File: src/hdl/bmr_pkg.sv
// ----------------------------------------------------------------------------
// bmr_pkg
// Shared types, codes and helpers for the bidirectional motor ramp PWM drive.
// ----------------------------------------------------------------------------
`default_nettype none

package bmr_pkg;

    // item kinds carried on s_tuser
    localparam logic [1:0] FUNC_CHAR = 2'd0;
    localparam logic [1:0] FUNC_TICK = 2'd1;
    localparam logic [1:0] FUNC_PWM  = 2'd2;

    // operating modes
    localparam logic [2:0] MODE_STOPPED = 3'd0;
    localparam logic [2:0] MODE_CHOOSE  = 3'd1;
    localparam logic [2:0] MODE_DIR     = 3'd2;
    localparam logic [2:0] MODE_SPEED   = 3'd3;
    localparam logic [2:0] MODE_TERM    = 3'd4;
    localparam logic [2:0] MODE_POT     = 3'd5;

    // command characters
    localparam logic [7:0] CH_STAR = 8'h2A;
    localparam logic [7:0] CH_P    = 8'h70;
    localparam logic [7:0] CH_T    = 8'h74;
    localparam logic [7:0] CH_H    = 8'h68;
    localparam logic [7:0] CH_A    = 8'h61;
    localparam logic [7:0] CH_S    = 8'h73;
    localparam logic [7:0] CH_0    = 8'h30;
    localparam logic [7:0] CH_5    = 8'h35;
    localparam logic [7:0] CH_9    = 8'h39;

    // configuration register indexes
    localparam logic CFG_RAMP_STEP = 1'b0;
    localparam logic CFG_TICKS_PCT = 1'b1;

    // reset values of the configuration registers
    localparam logic [6:0]  RAMP_STEP_RST = 7'd5;
    localparam logic [15:0] TICKS_PCT_RST = 16'd800;

    // numeric constants
    localparam logic [6:0]  FULL_DUTY  = 7'd100;
    localparam logic [6:0]  ZERO_SPEED = 7'd99;
    localparam logic [12:0] ADC_SPAN   = 13'd4095;
    localparam int          PHASE_W    = 23;

    typedef logic signed [7:0] speed_t;
    typedef logic [PHASE_W-1:0] phase_t;

    // registered item handed from the input stage to the core
    typedef struct packed {
        logic [1:0] func;
        logic [7:0] char_code;
        speed_t     pot_target;
    } item_t;

    // configuration seen by the core
    typedef struct packed {
        logic [6:0]  ramp_step;
        logic [15:0] ticks_per_percent;
    } cfg_t;

    // one result word
    typedef struct packed {
        logic [2:0] mode_now;
        logic       drive_ccw;
        logic       drive_cw;
        logic [6:0] duty_percent;
        speed_t     speed_now;
    } result_t;

    typedef struct packed {
        logic       hit;
        logic [6:0] value;
    } digit_t;

    // speed digits: 5..9 give ten times the digit, 0 gives 99
    function automatic digit_t digit_decode(input logic [7:0] c);
        digit_t d;
        logic [3:0] n;
        n = c[3:0];
        d.hit   = 1'b0;
        d.value = '0;
        if (c >= CH_5 && c <= CH_9) begin
            d.hit   = 1'b1;
            d.value = 7'({3'b000, n} * 7'd10);
        end else if (c == CH_0) begin
            d.hit   = 1'b1;
            d.value = ZERO_SPEED;
        end
        return d;
    endfunction

endpackage

`default_nettype wire

File: src/hdl/bidirectional_motor_ramp_pwm_top.sv
// ----------------------------------------------------------------------------
// bidirectional_motor_ramp_pwm_top
// Bidirectional DC motor drive with speed ramp and PWM phase counter.
// ----------------------------------------------------------------------------
//  channel   direction  payload
//  s_        in         tuser: func; tdata: char_code, adc_sample
//  m_        out        tdata: speed_now, duty_percent, drive_cw, drive_ccw, mode_now
//  cfg_      in         index 0 ramp_step, index 1 ticks_per_percent
//
//  one word per cycle unless m_tready stalls the output; two register stages
//  (potentiometer map, then state update): the input register takes the
//  word, then the output register holds its result
//  reset is synchronous, active low, and puts the drive in stopped mode
//  a stall on m_tready holds both stages and drops s_tready
// ----------------------------------------------------------------------------
`default_nettype none

module bidirectional_motor_ramp_pwm_top (
    input  wire logic        aclk,
    input  wire logic        aresetn,
    input  wire logic        s_tvalid,
    output logic             s_tready,
    input  wire logic [23:0] s_tdata,   // [7:0] char_code, [19:8] adc_sample, zero pad
    input  wire logic [1:0]  s_tuser,   // [1:0] func
    output logic             m_tvalid,
    input  wire logic        m_tready,
    output logic [23:0]      m_tdata,   // [7:0] speed_now, [14:8] duty_percent,
                                        // [15] drive_cw, [16] drive_ccw,
                                        // [19:17] mode_now, zero pad
    input  wire logic        cfg_wr_en,
    input  wire logic        cfg_index,
    input  wire logic [15:0] cfg_wdata
);

    logic               advance;
    bmr_pkg::item_t     item;
    logic               item_valid;
    bmr_pkg::result_t   result;
    logic               result_valid;
    bmr_pkg::cfg_t      cfg_reg;

    // pipeline moves whenever the result register is free or being taken
    assign advance  = !result_valid || m_tready;
    assign s_tready = advance;

    // configuration registers
    always_ff @(posedge aclk) begin
        if (!aresetn) begin
            cfg_reg.ramp_step         <= bmr_pkg::RAMP_STEP_RST;
            cfg_reg.ticks_per_percent <= bmr_pkg::TICKS_PCT_RST;
        end else if (cfg_wr_en) begin
            unique case (cfg_index)
                bmr_pkg::CFG_RAMP_STEP: cfg_reg.ramp_step         <= cfg_wdata[6:0];
                bmr_pkg::CFG_TICKS_PCT: cfg_reg.ticks_per_percent <= cfg_wdata;
                default: begin
                end
            endcase
        end
    end

    bmr_in_stage u_in_stage (
        .aclk       (aclk),
        .aresetn    (aresetn),
        .advance    (advance),
        .in_valid   (s_tvalid),
        .in_func    (s_tuser),
        .in_char    (s_tdata[7:0]),
        .in_adc     (s_tdata[19:8]),
        .item       (item),
        .item_valid (item_valid)
    );

    bmr_core u_core (
        .aclk         (aclk),
        .aresetn      (aresetn),
        .advance      (advance),
        .item         (item),
        .item_valid   (item_valid),
        .cfg          (cfg_reg),
        .result       (result),
        .result_valid (result_valid)
    );

    // output word
    assign m_tvalid = result_valid;
    assign m_tdata  = {4'b0000, result.mode_now, result.drive_ccw, result.drive_cw,
                       result.duty_percent, result.speed_now};

endmodule

`default_nettype wire

File: src/hdl/bmr_in_stage.sv
// ----------------------------------------------------------------------------
// bmr_in_stage
// Input register; maps the potentiometer sample to a signed speed target.
// ----------------------------------------------------------------------------
`default_nettype none

module bmr_in_stage (
    input  wire logic            aclk,
    input  wire logic            aresetn,
    input  wire logic            advance,
    input  wire logic            in_valid,
    input  wire logic [1:0]      in_func,
    input  wire logic [7:0]      in_char,
    input  wire logic [11:0]     in_adc,
    output bmr_pkg::item_t       item,
    output logic                 item_valid
);

    logic            valid_reg;
    bmr_pkg::item_t  item_reg;
    bmr_pkg::item_t  item_next;

    logic [12:0] twice;
    logic [11:0] mag;
    logic        neg;
    logic [18:0] prod;
    logic [6:0]  q0;
    logic [12:0] rem0;
    logic [6:0]  quot;

    // (2v-4095)*100/4095 toward zero: work on the magnitude, restore the sign
    always_comb begin
        twice = {in_adc, 1'b0};
        if (in_adc[11]) begin
            mag = 12'(twice - bmr_pkg::ADC_SPAN);
            neg = 1'b0;
        end else begin
            mag = 12'(bmr_pkg::ADC_SPAN - twice);
            neg = 1'b1;
        end
        prod = 19'(mag) * 19'd100;
        // divide by 4096-1: shift estimate, remainder stays under twice the span
        q0   = prod[18:12];
        rem0 = {1'b0, prod[11:0]} + 13'(q0);
        quot = (rem0 >= bmr_pkg::ADC_SPAN) ? 7'(q0 + 7'd1) : q0;
        item_next.func       = in_func;
        item_next.char_code  = in_char;
        item_next.pot_target = neg ? -$signed({1'b0, quot}) : $signed({1'b0, quot});
    end

    // valid flag
    always_ff @(posedge aclk) begin
        if (!aresetn) begin
            valid_reg <= 1'b0;
        end else if (advance) begin
            valid_reg <= in_valid;
        end
    end

    // payload
    always_ff @(posedge aclk) begin
        if (advance && in_valid) begin
            item_reg <= item_next;
        end
    end

    assign item       = item_reg;
    assign item_valid = valid_reg;

endmodule

`default_nettype wire

File: src/hdl/bmr_core.sv
// ----------------------------------------------------------------------------
// bmr_core
// Mode machine, speed ramp, PWM phase counter and the result register.
// ----------------------------------------------------------------------------
`default_nettype none

module bmr_core (
    input  wire logic            aclk,
    input  wire logic            aresetn,
    input  wire logic            advance,
    input  wire bmr_pkg::item_t  item,
    input  wire logic            item_valid,
    input  wire bmr_pkg::cfg_t   cfg,
    output bmr_pkg::result_t     result,
    output logic                 result_valid
);

    logic [2:0]        mode_reg,   mode_next;
    bmr_pkg::speed_t   cur_reg,    cur_next;
    bmr_pkg::speed_t   tgt_reg,    tgt_next;
    logic              ccw_reg,    ccw_next;
    logic              phase_reg,  phase_next;
    bmr_pkg::phase_t   left_reg,   left_next;
    logic              valid_reg;
    bmr_pkg::result_t  res_reg,    res_next;

    bmr_pkg::digit_t   dig;
    bmr_pkg::speed_t   dig_pos;
    bmr_pkg::speed_t   tgt_eff;
    logic signed [9:0] cur_w, tgt_w, step_w, sum_w;
    logic [6:0]        duty_cur, duty_new;
    bmr_pkg::phase_t   len_hi, len_lo, len_try, len_alt;
    logic              ph_try;

    always_comb begin
        dig     = bmr_pkg::digit_decode(item.char_code);
        dig_pos = $signed({1'b0, dig.value});
        tgt_eff = (mode_reg == bmr_pkg::MODE_POT) ? item.pot_target : tgt_reg;
        cur_w   = 10'(cur_reg);
        tgt_w   = 10'(tgt_eff);
        step_w  = $signed({3'b000, cfg.ramp_step});
        sum_w   = '0;

        // phase lengths from the present duty
        duty_cur = cur_reg[7] ? 7'(-cur_reg) : cur_reg[6:0];
        len_hi   = bmr_pkg::PHASE_W'(duty_cur) * bmr_pkg::PHASE_W'(cfg.ticks_per_percent);
        len_lo   = bmr_pkg::PHASE_W'(bmr_pkg::FULL_DUTY - duty_cur)
                   * bmr_pkg::PHASE_W'(cfg.ticks_per_percent);
        ph_try   = !phase_reg;
        len_try  = ph_try ? len_hi : len_lo;
        len_alt  = ph_try ? len_lo : len_hi;

        mode_next  = mode_reg;
        cur_next   = cur_reg;
        tgt_next   = tgt_reg;
        ccw_next   = ccw_reg;
        phase_next = phase_reg;
        left_next  = left_reg;

        unique case (item.func)
            bmr_pkg::FUNC_CHAR: begin
                unique case (mode_reg)
                    bmr_pkg::MODE_STOPPED: begin
                        if (item.char_code == bmr_pkg::CH_STAR && cur_reg == 8'sd0) begin
                            mode_next = bmr_pkg::MODE_CHOOSE;
                        end
                    end
                    bmr_pkg::MODE_CHOOSE: begin
                        if (item.char_code == bmr_pkg::CH_P) begin
                            mode_next = bmr_pkg::MODE_POT;
                        end else if (item.char_code == bmr_pkg::CH_T) begin
                            mode_next = bmr_pkg::MODE_DIR;
                        end
                    end
                    bmr_pkg::MODE_DIR: begin
                        if (item.char_code == bmr_pkg::CH_H) begin
                            ccw_next  = 1'b0;
                            mode_next = bmr_pkg::MODE_SPEED;
                        end else if (item.char_code == bmr_pkg::CH_A) begin
                            ccw_next  = 1'b1;
                            mode_next = bmr_pkg::MODE_SPEED;
                        end
                    end
                    bmr_pkg::MODE_SPEED: begin
                        if (dig.hit) begin
                            tgt_next  = ccw_reg ? -dig_pos : dig_pos;
                            mode_next = bmr_pkg::MODE_TERM;
                        end
                    end
                    bmr_pkg::MODE_TERM: begin
                        priority if (item.char_code == bmr_pkg::CH_H) begin
                            if (cur_reg < 8'sd0) tgt_next = -tgt_reg;
                        end else if (item.char_code == bmr_pkg::CH_A) begin
                            if (cur_reg > 8'sd0) tgt_next = -tgt_reg;
                        end else if (dig.hit) begin
                            tgt_next = (cur_reg < 8'sd0) ? -dig_pos : dig_pos;
                        end else if (item.char_code == bmr_pkg::CH_S) begin
                            mode_next = bmr_pkg::MODE_STOPPED;
                            tgt_next  = '0;
                        end
                    end
                    bmr_pkg::MODE_POT: begin
                        if (item.char_code == bmr_pkg::CH_S) begin
                            mode_next = bmr_pkg::MODE_STOPPED;
                            tgt_next  = '0;
                        end
                    end
                    default: begin
                    end
                endcase
            end
            bmr_pkg::FUNC_TICK: begin
                // ramp toward the target without passing it
                tgt_next = tgt_eff;
                if (cur_w < tgt_w) begin
                    sum_w    = cur_w + step_w;
                    cur_next = (sum_w > tgt_w) ? tgt_eff : sum_w[7:0];
                end else if (cur_w > tgt_w) begin
                    sum_w    = cur_w - step_w;
                    cur_next = (sum_w < tgt_w) ? tgt_eff : sum_w[7:0];
                end
            end
            bmr_pkg::FUNC_PWM: begin
                // count down; at phase end toggle, skipping a zero-length phase
                if (left_reg > bmr_pkg::PHASE_W'(1)) begin
                    left_next = left_reg - bmr_pkg::PHASE_W'(1);
                end else if (len_try == '0) begin
                    phase_next = phase_reg;
                    left_next  = len_alt;
                end else begin
                    phase_next = ph_try;
                    left_next  = len_try;
                end
            end
            default: begin
            end
        endcase

        // result word from the updated state
        duty_new              = cur_next[7] ? 7'(-cur_next) : cur_next[6:0];
        res_next.speed_now    = cur_next;
        res_next.duty_percent = duty_new;
        res_next.drive_cw     = phase_next && (cur_next > 8'sd0);
        res_next.drive_ccw    = phase_next && (cur_next <= 8'sd0);
        res_next.mode_now     = mode_next;
    end

    // drive state
    always_ff @(posedge aclk) begin
        if (!aresetn) begin
            mode_reg  <= bmr_pkg::MODE_STOPPED;
            cur_reg   <= '0;
            tgt_reg   <= '0;
            ccw_reg   <= 1'b0;
            phase_reg <= 1'b0;
            left_reg  <= '0;
            valid_reg <= 1'b0;
        end else if (advance) begin
            valid_reg <= item_valid;
            if (item_valid) begin
                mode_reg  <= mode_next;
                cur_reg   <= cur_next;
                tgt_reg   <= tgt_next;
                ccw_reg   <= ccw_next;
                phase_reg <= phase_next;
                left_reg  <= left_next;
            end
        end
    end

    // result register
    always_ff @(posedge aclk) begin
        if (advance && item_valid) begin
            res_reg <= res_next;
        end
    end

    assign result       = res_reg;
    assign result_valid = valid_reg;

endmodule

`default_nettype wire

File: config.mk
export PLATFORM = sky130hd
export DESIGN_NAME = bidirectional_motor_ramp_pwm_top
export DESIGN_NICKNAME = d
export VERILOG_FILES = /design/src/hdl/bmr_pkg.sv /design/src/hdl/bidirectional_motor_ramp_pwm_top.sv /design/src/hdl/bmr_in_stage.sv /design/src/hdl/bmr_core.sv
export SDC_FILE = /design/constraint.sdc
export NUM_CORES = 1
export LEC_CHECK = 0
export ABC_AREA = 1
export BUFFER_PORTS_ARGS = -buffer_cell sky130_fd_sc_hd__buf_2
export CORE_UTILIZATION = 59
export CTS_CLUSTER_DIAMETER = 50
export DETAILED_ROUTE_END_ITERATION = 6
export PLACE_DENSITY = 0.9
export SLEW_MARGIN = 10
export SYNTH_ARGS = -nofsm -noshare
export SYNTH_HDL_FRONTEND = slang
export SYNTH_SLANG_ARGS = --single-unit
export TNS_END_PERCENT = 50
File: constraint.sdc
create_clock -name aclk -period 7.4 [get_ports aclk]
set_input_delay 2.22 -clock aclk [delete_from_list [all_inputs] [get_ports aclk]]
set_output_delay 2.22 -clock aclk [all_outputs]
set_load 0.02 [all_outputs]
==> implementation parameters, run 1 <==
Parameter                              Value

Drt
  Ratio of routed vias to standard cells    5.985
  Post-route antenna net violation count    0
  Detailed-router iteration count before antenna repair    7
  Detailed router's first-iteration violation count    2621
  DRC violations left    1
  Routed via count    around 21000
  Routed wire length    64.86 mm
  Routed wirelength normalized by instance count    18.64 um

GRT
  Pin count of the biggest net entering global routing    50
  Total routing usage reported by global routing    0.3652
  Number of global-route vias before repair    20020
  Number of antenna violations at the first check in global routing    0
  Wire length of the first global-routing pass    98.35 mm
  Remaining global-route overflow    0

Layout
  Layout fillers    2278
  Final core utilization    0.7143
  Fraction of final layout cells with drive strength greater than 1    0.1903
  Number of diodes added for antenna fixing    0
  Final-stage net count    3489
  Number of standard cells in the final layout excluding fillers    3480
  Layout area overhead    18.26%

Run status
  Result of the run    finished with violations
  Violated checks    DRC, setup timing

CTS
  Hold-fix buffers at CTS    0
  TritonCTS clock tree    built
  Total number of clock tree sinks    106
  Bufs on Longest Clock Path    2
  Clock transition at the registers of the reported paths    0.07 ns
  Number of levels in the clock H-tree    3
  Master cell of the clock root buffer    clkbuf_16
  Later-pin clock latency in the skew report    0.37 ns
  Clock buffer count from CTS    9

Logic synthesis
  Synth area leader    fa_1
  Mapped Area    19750 sq um
  Post-synth top flop    dfxtp_1
  Largest cells by area after synthesis    fa_1 22%, nand2_1 12%, ha_1 12%
  Share of synthesized registers carrying an async set or reset    0
  Sequential-to-total area share from yosys stat    0.1262
  Warning count from the yosys run    0
  Number of enable-type register cells in the synthesized netlist    37
  Avg Inst Size Synth    ~7 sq um
  Synth unique cells    61
  Area share of the largest cell type after synthesis    0.2209
  Post-Syn Instances    2802
  Seq cells post-synth    106
  Most frequently used cell type in the post-synthesis netlist    nand2_1
  Top cell types by occurrence after synthesis    643 x nand2_1, 541 x inv_1, 218 x fa_1, 209 x nor2_1, 190 x ha_1

STA
  Count of pins over their slew limit    0
  Final cycle utilization of the critical path    1.056
  Final setup fails    28
  Fmax    0.1280 GHz
  Clock period minus worst slack    7.811 ns
  Least-Margin Pin Slew    1.022 ns
  Worst slew slack as a fraction of its limit    0.3170
  Final Hold Fails    0
  Worst Clk Skew    about 0.012 ns
  Fin worst setup slack    -0.4113 ns
  Unrepaired setup endpoints after global routing    yes

Critical path
  Reg-to-reg setup timing slack    -0.41 ns
  Slowest Stage Delay on Critical Path    0.54 ns
  Critical-path maximum fanout    6
  Arrival time worst endpoint    7.93 ns
  Kind of end point of the critical path    flop
  Class of the most critical setup path    reg -> reg
  Kind of cell adding the most delay to the critical path    adder cells
  Nature of the critical path startpoint    flop
  Data required time of the worst path    approximately 7.5 ns
  Count of buffer and inverter cells on the critical path    9
  Critical-path cell with the highest stage delay    fa_1

Floorplanning
  Die Span Y    between 150 and 200 um
  Area of the die    roughly 34000 sq um
  Core region area    ~33000 sq um
  Core Rows    66
  Io pins    74
  Die width    185.0 um
  Effective utilization at floorplan    0.6040

Placement
  Buffers on Ports    65
  Half-perimeter wire length of the detailed placement result    ~48 mm
  Routability Congestion    1.032
  Number of placed cells counting well taps    3423

Job
  Number of max-cap violations    0

Pwr
  Total leakage power    about 12 nW
  Total power density per cell area    326.8 nW/um^2
  Maximum vdd ir drop    296.5 uV

Hold path
  Hold WC Path Type    reg -> reg
==> cells by family after synthesis <==
family / Yosys count / share of synthesized area
and+or+nand+nor: 1148 / 0.2506
DFF: 106 / 0.1262
xor gates and xnor gates: 98 / 0.04516
adders and majority gates: 408 / 0.3413
buffers and inverters: 641 / 0.1250
AOI/OAI and AO/OA: 400 / 0.1116
other: 1 / 0.0001898
==> worst register-to-register path: cells and delay by family, from the launching register on <==
family | cells | cell delay (ns)
AND/OR/NAND/NOR | 21 | 2.88
adder cells (fa/ha/maj) | 9 | 3.50
buffers and inverters | 9 | 0.80
flip-flops | 1 | 0.37
==> report_power, final <==
| group | switching [mW] | internal [mW] |
|---|---|---|
| clock network | 0.240 | 0.235 |
| registers | 0.0480 | 0.683 |
| logic | 3.77 | 2.66 |
==> stage by stage <==
stage	TNS (ns)	total power, mW	worst slack [ns]	hold slack (ns)	area (sq um)
3_3_place_gp	-6.069	5.468	-0.3206	0.4486	21800
6_report	-8.251	7.633	-0.4113	0.4900	23360
5_1_grt	-16.53	8.125	-0.6257	0.5119	23360
3_5_place_dp	-11.41	5.634	-0.5168	0.4782	21800
4_1_cts	0	6.644	0.003246	0.4890	22730
2_1_floorplan	-0.008204	3.953	-0.008204	0.4435	19820
==> cell usage in the layout, fill, tap and decap left out, types with 12 or more instances in the layout <==
master / n
a21oi_1: 157
a21oi_2: 22
buf_2: 64
buf_4: 224
dfxtp_1: 66
edfxtp_1: 37
fa_1: 204
fa_2: 14
ha_1: 173
ha_4: 15
inv_1: 514
inv_2: 34
nand2_1: 605
nand2_2: 43
nand2_4: 17
nand3_1: 131
nand3_2: 17
nand4_1: 59
nor2_1: 183
nor2_2: 18
nor2_4: 14
nor3_1: 19
o211ai_1: 14
o21ai_0: 123
o21ai_1: 17
o21ai_2: 12
xnor2_1: 28
xor2_1: 56
==> final timing paths <==
check        cells after the start                                  to                               start
max                             39         u_core.result[16]$_DFFE_PP_      u_core.cur_reg[1]$_SDFFE_PN0P_
min                              2  u_in_stage.item_valid$_SDFFE_PN0N_  u_in_stage.item_valid$_SDFFE_PN0N_
max reg2reg                     39         u_core.result[16]$_DFFE_PP_      u_core.cur_reg[1]$_SDFFE_PN0P_
min reg2reg                      2  u_in_stage.item_valid$_SDFFE_PN0N_  u_in_stage.item_valid$_SDFFE_PN0N_
==> final cells by class <==
class                   count  area, sq um  area share
clock buffers               9        225.2    0.009641
clock inverters             7        58.81    0.002517
inverters                 559         2115     0.09052
multi-input cells        2058        15730      0.6733
flip-flops and latches    106         2499      0.1070
well taps                 442        553.0     0.02367
repair buffers            299         2181     0.09336
==> per-layer routing <==
layer,GRT usage,routed length (um)
met4,0.1858,3799
met3,0.07491,7073
met2,0.5965,29860
met1,0.4573,24120
met5,0,0
==> timing repair <==
| action | in CTS | in global routing |
|---|---|---|
| endpoints found under the setup margin | 25 | 33 |
| pin swaps | 74 | 113 |
| cloned | 1 | 0 |
| gates resized for setup | 106 | 137 |
| buffers inserted | 27 | 13 |
Power figures use the tool's default switching activity.
==> run 2, diff against run 1 <==
Settings changed: PLACE_DENSITY 0.9 to 0.78, SETUP_SLACK_MARGIN from default to 0.02.
==> implementation parameters, run 2 (synthesized netlist as in run 1, its figures left out) <==
Parameter                              Value

Layout
  Layout fillers    2664 (was 2278)
  Most common library cell in the layout ignoring fill and taps    nand2_1 (unchanged)
  Sequential cell area    2500 sq um (was 2499 sq um)
  Number of diodes added for antenna fixing    0 (unchanged)
  Commonest non-fill, non-tap cells in the layout    606 x nand2_1, 521 x inv_1, 236 x buf_4 (was 605 x nand2_1, 514 x inv_1, 224 x buf_4)
  Final core utilization    0.7165 (was 0.7143)
  Fraction of final layout cells with drive strength greater than 1    0.1880 (was 0.1903)
  Layout area overhead    18.62% (was 18.26%)
  Final standard cell area without fillers    23430 sq um (was 23360 sq um)
  Final-stage net count    3504 (was 3489)
  Area of combinational cells with multiple inputs    15650 sq um (was 15730 sq um)

Drt
  Met3 Wirelength    5.591 mm (was 7.073 mm)
  Routed via count    19830 (was 20830)
  Routed wire length    61.55 mm (was 64.86 mm)
  Ratio of routed vias to standard cells    5.673 (was 5.985)
  Post-Route M1 WL    24.70 mm (was 24.12 mm)
  Detailed router's first-iteration violation count    1999 (was 2621)
  Uppermost layer routed    met4 (unchanged)
  Routed wirelength normalized by instance count    17.61 um (was 18.64 um)
  Met2 routed WL    28.81 mm (was 29.86 mm)
  Post-route antenna net violation count    0 (unchanged)
  DRC violations left    1 (unchanged)
  Detailed-router iteration count before antenna repair    7 (unchanged)

CTS
  Later-pin clock latency in the skew report    0.37 ns (about the same)
  Master cell of the clock root buffer    clkbuf_16 (unchanged)
  Clock transition at the registers of the reported paths    0.08 ns (was 0.07 ns)
  TritonCTS clock tree    built (unchanged)
  Bufs on Longest Clock Path    2 (unchanged)
  Total number of clock tree sinks    106 (unchanged)
  Hold-fix buffers at CTS    0 (unchanged)
  Clock buffer count from CTS    9 (unchanged)
  Number of levels in the clock H-tree    3 (unchanged)

GRT
  Pin count of the biggest net entering global routing    52 (was 50)
  Wire length of the first global-routing pass    95.41 mm (was 98.35 mm)
  Remaining global-route overflow    0 (unchanged)
  Number of antenna violations at the first check in global routing    0 (unchanged)
  Number of global-route vias before repair    19180 (was 20020)
  Total routing usage reported by global routing    0.3563 (was 0.3652)

Critical path
  Nature of the critical path startpoint    flop (unchanged)
  Worst R2R Path Depth    38 (was 39)
  Slowest Stage Delay on Critical Path    0.61 ns (was 0.54 ns)
  Class of the most critical setup path    reg -> reg (unchanged)
  Critical-path maximum fanout    6 (unchanged)
  Kind of end point of the critical path    flop (unchanged)
  Arrival time worst endpoint    7.73 ns (was 7.93 ns)
  Data required time of the worst path    7.48 ns (was 7.52 ns)
  Critical-path cell with the highest stage delay    fa_1 (unchanged)

STA
  Final setup fails    25 (was 28)
  Least-Margin Pin Slew    1.211 ns (was 1.022 ns)
  Count of pins over their slew limit    0 (unchanged)
  Unrepaired setup endpoints after global routing    yes (unchanged)
  Final Hold Fails    0 (unchanged)
  Fmax    0.1307 GHz (was 0.1280 GHz)
  Worst hold slack across all endpoints    0.4688 ns (was 0.4900 ns)
  Worst Clk Skew    0.01366 ns (was 0.01223 ns)
  Final cycle utilization of the critical path    1.034 (was 1.056)
  Worst slew slack as a fraction of its limit    0.1906 (was 0.3170)
  Fin worst setup slack    -0.2511 ns (was -0.4113 ns)
  Clock period minus worst slack    7.651 ns (was 7.811 ns)

Placement
  Buffers on Ports    65 (unchanged)
  Worst slack at placement    -0.4104 ns (was -0.5168 ns)
  Standard cell area after detailed placement    21980 sq um (was 21800 sq um)
  Half-perimeter wire length of the detailed placement result    47.74 mm (was 47.76 mm)
  Routability Congestion    1.084 (was 1.032)

Run status
  Violated checks    DRC, setup timing (unchanged)
  Result of the run    finished with violations (unchanged)

Pwr
  Total design power    7.607 mW (was 7.633 mW)
  Maximum vdd ir drop    410.9 uV (was 296.5 uV)
  Total leakage power    12.38 nW (was 12.33 nW)
  Total power density per cell area    324.7 nW/um^2 (was 326.8 nW/um^2)

Floorplanning
  Io pins    74 (unchanged)
  Die Span Y    185.0 um (unchanged)
  Die width    185.0 um (unchanged)
  Area of the die    34220 sq um (unchanged)
  Core Rows    66 (unchanged)
  Effective utilization at floorplan    0.6040 (unchanged)
  Core region area    32700 sq um (unchanged)

Hold path
  WHS Path Cells    2 (unchanged)
  Hold WC Path Type    reg -> reg (unchanged)

Job
  Number of max-cap violations    0 (unchanged)
==> run 2: cell count changes in the layout (fill, tap and decap cells not counted), sizes merged <==
cell | previous run | this run
clkinv | 9 | 8
buf | 298 | 312
bufinv | 0 | 2
inv | 557 | 555
bufbuf | 1 | 0
clkinvlp | 0 | 1
clkbuf | 9 | 11
==> run 2: final timing paths <==
path	slack, ns	to	startpoint
max	-0.25	u_core.result[15]$_DFFE_PP_	u_core.cur_reg[0]$_SDFFE_PN0P_
min	0.47	u_in_stage.item_valid$_SDFFE_PN0N_	u_in_stage.item_valid$_SDFFE_PN0N_
max reg2reg	-0.25	u_core.result[15]$_DFFE_PP_	u_core.cur_reg[0]$_SDFFE_PN0P_
min reg2reg	0.47	u_in_stage.item_valid$_SDFFE_PN0N_	u_in_stage.item_valid$_SDFFE_PN0N_
==> run 2: through the flow <==
step           instances   TNS (ns)
6_report            3495     -3.108
5_1_grt             3495     -10.29
4_1_cts             3477          0
3_5_place_dp        3448     -8.962
3_3_place_gp        3448     -6.646
2_1_floorplan       2805  -0.008204
==> run 2: layout make-up <==
type,instances,share of cell area
clock buffer,9,0.009612
timing repair buffer,314,0.09783
sequential,106,0.1067
clock inverter,7,0.004219
inverter,559,0.09019
tap,442,0.02360
multi-input combinational,2058,0.6679
==> run 2: power by group <==
part	switching [mW]	internal (mW)	leakage, nW
combinational	3.59	2.74	11.3
clock	0.248	0.300	0.156
sequential	0.0501	0.683	0.923
total	3.89	3.72	12.4
==> run 2: timing repair <==
action / 4_1_cts / 5_1_grt
gates cloned: 0 / 1
buffers inserted: 13 / 17
endpoints found under the setup margin: 25 / 33
gates resized for setup: 104 / 113
pin swaps: 90 / 80
==> run 2: layer usage <==
| layer | up-vias | GRT usage |
|---|---|---|
| li1 | 9324 | - |
| met1 | 9320 | 0.4515 |
| met2 | 982 | 0.5994 |
| met3 | 202 | 0.07904 |
| met4 | 0 | 0.1183 |
| met5 | - | 0 |
==> run 2: worst max-delay path, delay by kind of cell (launching register included) <==
| family | cells | cell delay [ns] |
|---|---|---|
| AOI/OAI and AO/OA | 3 | 0.39 |
| adders and majority gates | 9 | 3.82 |
| buffers and inverters | 6 | 0.57 |
| DFF | 1 | 0.36 |
| and+or+nand+nor | 20 | 2.22 |
